==> config.mk <==
export PLATFORM = sky130hd
export DESIGN_NAME = cookie_pair_parser
export DESIGN_NICKNAME = d
export VERILOG_FILES = /design/src/ckp_pkg.sv /design/src/ckp_core.sv /design/src/cookie_pair_parser.sv
export SDC_FILE = /design/constraint.sdc
export NUM_CORES = 1
export LEC_CHECK = 0
export BUFFER_PORTS_ARGS = -buffer_cell sky130_fd_sc_hd__buf_2
export CAP_MARGIN = 20
export CELL_PAD_IN_SITES_DETAIL_PLACEMENT = 1
export CELL_PAD_IN_SITES_GLOBAL_PLACEMENT = 1
export CORE_AREA = 5 5 160 85
export CTS_CLUSTER_SIZE = 12
export DETAILED_ROUTE_END_ITERATION = 7
export DIE_AREA = 0 0 165 90
export PLACE_DENSITY = 0.82
export SYNTH_ARGS = -nofsm -noshare
export SYNTH_HDL_FRONTEND = slang
export SYNTH_HIERARCHICAL = 1
export SYNTH_SLANG_ARGS = --single-unit
==> constraint.sdc <==
create_clock -name clock -period 5.5 [get_ports clock]
set_input_delay 0.275 -clock clock [delete_from_list [all_inputs] [get_ports clock]]
set_output_delay 0.275 -clock clock [all_outputs]
set_load 0.01 [all_outputs]
==> src/ckp_pkg.sv <==
// ckp_pkg: shared constants, beat types and character codes for the cookie pair parser.
// No dependencies; imported by ckp_core and cookie_pair_parser.
`default_nettype none

package ckp_pkg;

   // Saturation limit for offsets, lengths and the byte position
   localparam int unsigned MAX_LEN = 1024;
   localparam int unsigned POS_W   = $clog2(MAX_LEN + 1);  // holds 0..MAX_LEN
   localparam int unsigned OFS_W   = $clog2(MAX_LEN);      // holds 0..MAX_LEN-1

   // Fixed result field widths
   localparam int unsigned START_W  = 10;
   localparam int unsigned LENGTH_W = 11;

   // Character codes
   localparam logic [7:0] CH_NUL   = 8'h00;
   localparam logic [7:0] CH_SPACE = 8'h20;
   localparam logic [7:0] CH_TAB   = 8'h09;
   localparam logic [7:0] CH_EQUAL = 8'h3D;
   localparam logic [7:0] CH_SEMI  = 8'h3B;

   typedef struct packed {
      logic [7:0] data_byte;
      logic       last_byte;
   } req_type;

   typedef struct packed {
      logic                pair_valid;
      logic [START_W-1:0]  key_start;
      logic [LENGTH_W-1:0] key_length;
      logic [START_W-1:0]  value_start;
      logic [LENGTH_W-1:0] value_length;
      logic                end_of_string;
      logic                malformed;
   } rsp_type;

endpackage

`default_nettype wire

==> src/ckp_core.sv <==
// ckp_core: parse state machine; consumes one byte per step and forms the result.
// Depends on ckp_pkg.
`default_nettype none

module ckp_core
   import ckp_pkg::*;
(
   input  wire logic    clock,
   input  wire logic    reset,
   input  wire logic    step,      // consume req this cycle
   input  wire req_type req,
   output logic         produced,  // step yields a result beat
   output rsp_type      rsp
);

   typedef enum logic [2:0] {
      PH_BEFORE_KEY,
      PH_KEY,
      PH_BEFORE_VALUE,
      PH_VALUE,
      PH_ERROR
   } phase_type;

   phase_type         phase_ff, phase_in;
   logic [POS_W-1:0]  pos_ff, pos_in;
   logic [OFS_W-1:0]  key_ofs_ff, key_ofs_in;
   logic [POS_W-1:0]  key_cnt_ff, key_cnt_in;
   logic [OFS_W-1:0]  val_ofs_ff, val_ofs_in;
   logic [POS_W-1:0]  val_cnt_ff, val_cnt_in;

   logic              blank;
   logic              ends;
   logic [OFS_W-1:0]  off;

   function automatic logic [POS_W-1:0] sat_inc(input logic [POS_W-1:0] v);
      if (v < POS_W'(MAX_LEN)) begin
         sat_inc = v + POS_W'(1);
      end else begin
         sat_inc = POS_W'(MAX_LEN);
      end
   endfunction

   always_comb begin
      blank = (req.data_byte == CH_SPACE) || (req.data_byte == CH_TAB);
      ends  = (req.data_byte == CH_NUL) || req.last_byte;
      if (pos_ff < POS_W'(MAX_LEN - 1)) begin
         off = OFS_W'(pos_ff);
      end else begin
         off = OFS_W'(MAX_LEN - 1);
      end

      phase_in   = phase_ff;
      pos_in     = pos_ff;
      key_ofs_in = key_ofs_ff;
      key_cnt_in = key_cnt_ff;
      val_ofs_in = val_ofs_ff;
      val_cnt_in = val_cnt_ff;
      produced   = 1'b0;
      rsp        = '0;

      if (req.data_byte != CH_NUL) begin
         case (phase_ff)
            PH_BEFORE_KEY: begin
               if (blank) begin
                  phase_in = PH_BEFORE_KEY;
               end else if (req.data_byte == CH_EQUAL) begin
                  phase_in = PH_ERROR;
               end else begin
                  key_ofs_in = off;
                  key_cnt_in = POS_W'(1);
                  phase_in   = PH_KEY;
               end
            end
            PH_KEY: begin
               if (req.data_byte == CH_EQUAL) begin
                  phase_in = PH_BEFORE_VALUE;
               end else begin
                  key_cnt_in = sat_inc(key_cnt_ff);
               end
            end
            PH_BEFORE_VALUE: begin
               if (blank) begin
                  phase_in = PH_BEFORE_VALUE;
               end else if (req.data_byte == CH_SEMI) begin
                  phase_in = PH_ERROR;
               end else begin
                  val_ofs_in = off;
                  val_cnt_in = POS_W'(1);
                  phase_in   = PH_VALUE;
               end
            end
            PH_VALUE: begin
               if (req.data_byte == CH_SEMI) begin
                  produced = 1'b1;
                  phase_in = PH_BEFORE_KEY;
               end else begin
                  val_cnt_in = sat_inc(val_cnt_ff);
               end
            end
            default: begin
               phase_in = PH_ERROR;
            end
         endcase
         pos_in = sat_inc(pos_ff);
      end

      // a pair closes on ';' or on end of string inside a value
      if (produced || (ends && phase_in == PH_VALUE)) begin
         rsp.pair_valid   = 1'b1;
         rsp.key_start    = START_W'(key_ofs_in);
         rsp.key_length   = LENGTH_W'(key_cnt_in);
         rsp.value_start  = START_W'(val_ofs_in);
         rsp.value_length = LENGTH_W'(val_cnt_in);
      end

      if (ends) begin
         produced          = 1'b1;
         rsp.end_of_string = 1'b1;
         rsp.malformed     = (phase_in != PH_VALUE) && (phase_in != PH_BEFORE_KEY);
         phase_in          = PH_BEFORE_KEY;
         pos_in            = '0;
         key_ofs_in        = '0;
         key_cnt_in        = '0;
         val_ofs_in        = '0;
         val_cnt_in        = '0;
      end
   end

   always_ff @(posedge clock) begin
      if (reset) begin
         phase_ff   <= PH_BEFORE_KEY;
         pos_ff     <= '0;
         key_ofs_ff <= '0;
         key_cnt_ff <= '0;
         val_ofs_ff <= '0;
         val_cnt_ff <= '0;
      end else if (step) begin
         phase_ff   <= phase_in;
         pos_ff     <= pos_in;
         key_ofs_ff <= key_ofs_in;
         key_cnt_ff <= key_cnt_in;
         val_ofs_ff <= val_ofs_in;
         val_cnt_ff <= val_cnt_in;
      end
   end

endmodule

`default_nettype wire

==> src/cookie_pair_parser.sv <==
// cookie_pair_parser: top level; input beat register, parse core, result register.
// Depends on ckp_pkg and ckp_core.
//
//   channel  ports                           dir  carries
//   -------  ------------------------------  ---  ------------------------------------
//   req      req_valid req_stall req_data    in   one string byte + last flag per beat
//   rsp      rsp_valid rsp_stall rsp_data    out  pair and/or end-of-string report
//
// Flow: one byte per clock sustained while rsp_stall is low; each accepted byte is held
// in the input register, then its result in the result register. The parse state
// update is one compare-and-increment step on the byte held in the input register.
// Reset: synchronous, active high; clears both valid flags and the parse state.
// Stalls: rsp_stall holds the result register; the input register then holds too and
// req_stall rises only while it is full and cannot drain.
`default_nettype none

module cookie_pair_parser
   import ckp_pkg::*;
(
   input  wire logic    clock,
   input  wire logic    reset,

   input  wire logic    req_valid,
   output logic         req_stall,
   input  wire req_type req_data,

   output logic         rsp_valid,
   input  wire logic    rsp_stall,
   output rsp_type      rsp_data
);

   // input beat register
   logic    in_valid_ff;
   req_type in_data_ff;

   // result register
   logic    out_valid_ff;
   rsp_type out_data_ff;

   logic    out_free;
   logic    advance;
   logic    produced;
   rsp_type result;

   // result register can take a beat if empty or draining this cycle
   assign out_free  = !out_valid_ff || !rsp_stall;
   // byte in the input register is parsed when its result has somewhere to go;
   // bytes with no result advance on the same condition to keep order simple
   assign advance   = in_valid_ff && out_free;
   assign req_stall = in_valid_ff && !out_free;

   ckp_core u_core (
      .clock    (clock),
      .reset    (reset),
      .step     (advance),
      .req      (in_data_ff),
      .produced (produced),
      .rsp      (result)
   );

   always_ff @(posedge clock) begin
      if (reset) begin
         in_valid_ff <= 1'b0;
      end else if (!req_stall) begin
         in_valid_ff <= req_valid;
      end
      if (!req_stall && req_valid) begin
         in_data_ff <= req_data;
      end
   end

   always_ff @(posedge clock) begin
      if (reset) begin
         out_valid_ff <= 1'b0;
      end else if (out_free) begin
         out_valid_ff <= advance && produced;
      end
      if (out_free && advance && produced) begin
         out_data_ff <= result;
      end
   end

   assign rsp_valid = out_valid_ff;
   assign rsp_data  = out_data_ff;

   // ---- assertions ----

   // a reported pair always has a nonempty key and value
   a_pair_nonempty: assert property (@(posedge clock) disable iff (reset)
      (rsp_valid && rsp_data.pair_valid) |->
         (rsp_data.key_length != '0) && (rsp_data.value_length != '0))
      else $error("pair with empty key or value");

   // malformed only rides on the end-of-string beat
   a_malformed_at_end: assert property (@(posedge clock) disable iff (reset)
      (rsp_valid && rsp_data.malformed) |-> rsp_data.end_of_string)
      else $error("malformed without end of string");

   // every beat carries a pair or closes the string
   a_beat_has_content: assert property (@(posedge clock) disable iff (reset)
      rsp_valid |-> (rsp_data.pair_valid || rsp_data.end_of_string))
      else $error("empty result beat");

   // input side stalls only while the result side is blocked
   a_stall_cause: assert property (@(posedge clock) disable iff (reset)
      req_stall |-> (rsp_valid && rsp_stall))
      else $error("input stalled without output backpressure");

endmodule

`default_nettype wire
==> results by group <==
Outcome
  – Outcome: finished clean

Critical path
  – R2R Setup Slk: between 2 and 2.5 ns
  – Crit path top cell by count: nand2_1
  – R2r endpoint: rsp_data[31]
  – Worst Path Required: 5.51 ns
  – Setup CP Type: flip-flop to flip-flop
  – Critical Path Sink Type: flip-flop
  – Cell depth of the worst setup path: 7
  – Cell family with most CP delay: simple AND/OR/NAND/NOR gates
  – Critical path fanouts, max: 28
  – Slowest stage delay, CP: 0.65 ns
  – Crit-path cells: inv_1, nor3_1, nand2_1, nand2_1, nand2_1, a21oi_4, buf_4
  – Arr. time, crit path: 3.11 ns
  – Crit path from: u_core/phase_ff[0]
  – Worst setup endpoint: rsp_data[31]
  – Reg-to-Reg Start: u_core/phase_ff[0]
  – Critical path startpoint category: flip-flop
  – CP max-delay cell: dfxtp_1
  – CP bufs+invs: 2
  – R2r worst-path depth: 7

Clock tree
  – Post-CTS sizing: 0
  – # hold bufs at CTS: 0
  – Clk slew on worst S/H paths: ~0.070 ns
  – CTS tree: done
  – Longest Clk Path Bufs: 2
  – Post-CTS Setup Repair Bufs: 0
  – Clk sink count: 112
  – Cts bufs inserted: 9
  – Clk_lat worst skew: between 0.3 and 0.4 ns
  – H-tree Lvls: 3
  – Clk root buf: clkbuf_16

Timing
  – Final setup violation count: 0
  – Minimum clock period: 3.10 ns
  – Highest clock rate: about 320 MHz
  – RSZ-0062 raised after global routing: false
  – Rel. slew slack: between 30% and 40%
  – Worst-Margin Slew: between 1 and 1.5 ns
  – Setup_tns: 0 ns
  – Final-report max-slew violation count: 0
  – Final Cycle Share: between 50% and 60%
  – Worst Clk Skew: roughly 0.0084 ns
  – Count of final hold-check violations: 0

Placement
  – DP HPWL: 12000 um
  – Placed cell count: 759
  – Post-DP Area: between 5000 and 6000 um^2
  – Port Buf Inserts: 59
  – Gpl congestion: approximately 0.95

Synth
  – Seq/Total Area, Yosys: between 50 and 60%
  – EDFF count, synth: 54
  – Avg Inst Size Synth: 9.50 um^2
  – Asr flop ratio synth: 0%
  – Share of the synthesized area in the top cell type: a little under a third
  – Ys Warns: 6
  – Post-synthesis register bit count: roughly 110
  – Syn Std Cell Area: 5300 um^2
  – Cell variety after synth: 66
  – Biggest area consumer among synthesized cells: edfxtp_1
  – Top_reg_cell synth: dfxtp_1
  – Post-Synthesis Net Count: ~570
  – Cells after Synth: 558
  – Top cells by area, synth: edfxtp_1 31%, dfxtp_1 22%, nor2_1 6.1%, o2bb2ai_1 3.6%, nand2_1 3.3%

Die
  – Die Wd: roughly 170 um
  – # IOs: 60
  – Die Area: 14900 um^2
  – Core area: roughly 12000 um^2
  – DIE HEIGHT: approximately 90 um
  – FP Rows: 29
  – Initial Utilization: between 40% and 50%

Global routing
  – Most Used Layer, Global Route: met1
  – Antenna violations before repair: 0
  – Largest net degree at the start of global routing: 44
  – Met3 Use GR: under 10%
  – Overall Global Routing Usage: about 22%
  – Met2 Usage GRT: slightly below 30%
  – Met1 GRT Util: 35.6%
  – First-pass GRT wire length: around 26000 um
  – GRT overflow: 0
  – Vias in the first global route: between 4000 and 5000

Run
  – Max_cap viols: 0

Layout
  – Final instance area: between 6000 and 7000 um^2
  – Share of cells above drive strength 1: approximately 15%
  – Diodes inserted: 0
  – Layout Nets: just over 600
  – Sequential Area: roughly 2800 um^2
  – Commonest non-fill, non-tap cells in the layout: 86 x nor2_1, 59 x buf_2, 58 x dfxtp_1, 54 x edfxtp_1, 46 x nand2_1
  – Layout area overhead: 14.0%
  – Area of the multi-input gates: ~2300 um^2
  – Fin cells: between 700 and 800
  – Most common cell after layout, fill and taps aside: nor2_1
  – Fill count: 1415

Routing
  – Initial drt markers: around 500
  – Vias: 4786
  – First-pass DRT Iterations: 4
  – Vias per cell: 6.18
  – Final wirelength: 16300 um
  – ANT nets after route: 0
  – DRC Markers: 0
  – Wire per inst: 21.1 um

Hold path
  – Hold Path Class: input port to flip-flop

Power and ir drop
  – Worst VDD drop: ~0.16 mV
  – Power Density: around 280 nW/um^2
  – Pwr Total: 1.68 mW
  – Leakage power: 2.03 nW
## worst min-delay path by stage
| stage | slack (ns) | to | start | cells after the start |
|---|---|---|---|---|
| 2_1_floorplan | 0.34 | in_valid_ff | reset | 1 |
| 3_3_place_gp | 0.44 | u_core/key_ofs_ff[2] | u_core/key_ofs_ff[2] | 1 |
| 3_5_place_dp | 0.45 | u_core/val_ofs_ff[2] | u_core/val_ofs_ff[2] | 1 |
| 4_1_cts | 0.09 | in_data_ff[5] | req_data[5] | 1 |
| 5_1_grt | 0.09 | in_data_ff[7] | req_data[7] | 1 |
| 6_report | 0.10 | in_data_ff[5] | req_data[5] | 1 |
## where the power goes
part | total [mW] | switching (mW) | internal [mW]
clock | 0.705 | 0.304 | 0.401
combinational | 0.0844 | 0.0614 | 0.0230
sequential | 0.894 | 0.0111 | 0.883
## cell families (layout without fill, tap and decap cells)
| group | count (synthesis) | after routing | share of synthesized area [%] |
|---|---|---|---|
| flip-flops | 112 | 112 | 52.5 |
| adder cells (fa/ha/maj) | 3 | 3 | 0.708 |
| XOR/XNOR | 7 | 7 | 1.16 |
| buffers and inverters | 47 | 94 | 3.63 |
| multiplexers | 3 | 3 | 0.566 |
| AND/OR/NAND/NOR | 226 | 226 | 20.6 |
| AO/OA/AOI/OAI | 160 | 160 | 20.8 |
## sequential cells by signal (all words and copies together) (netlist names)
name / flops
rsp_data: 45
u_core/key_cnt_ff: 11
u_core/pos_ff: 11
u_core/val_cnt_ff: 11
u_core/key_ofs_ff: 10
u_core/val_ofs_ff: 10
in_data_ff: 9
u_core/phase_ff: 3
in_valid_ff: 1
rsp_valid: 1
## metrics by stage
| step | util, % | hold WS (ns) | setup slack [ns] |
|---|---|---|---|
| after CTS | 49.6 | 0.0911 | 2.45 |
| after detailed placement | 47.0 | 0.447 | 2.47 |
| final | 49.6 | 0.102 | 2.40 |
| after global placement | 47.0 | 0.445 | 2.62 |
| after floorplan | - | 0.337 | 1.47 |
| after global routing | 49.6 | 0.0894 | 2.21 |
## synth_stat cells (5+ instances only)
master / number
a211oi_1: 21
a21oi_1: 30
a31oi_1: 15
and2_1: 6
and3_1: 5
clkbuf_1: 25
dfxtp_1: 58
edfxtp_1: 54
inv_1: 14
nand2_1: 46
nand3_1: 18
nand3b_1: 7
nand4_1: 10
nor2_1: 86
nor3_1: 20
o21ai_0: 26
o2bb2ai_1: 22
o41ai_1: 5
xor2_1: 5
## final cells by class
class / count / area share, %
Sequential cell: 112 / 46.0
Inverter: 14 / 0.870
Multi-Input combinational cell: 399 / 38.8
Clock inverter: 7 / 1.55
Timing Repair Buffer: 64 / 5.51
Tap cell: 170 / 3.52
Clock buffer: 9 / 3.73
## layer usage
| layer | routed length, um | up-vias |
|---|---|---|
| li1 | - | 2178 |
| met1 | 8210 | 2386 |
| met2 | 6530 | 209 |
| met3 | 1470 | 13 |
| met4 | 122 | 0 |
| met5 | 0 | - |
No activity file was read; power rests on OpenSTA's default activity.
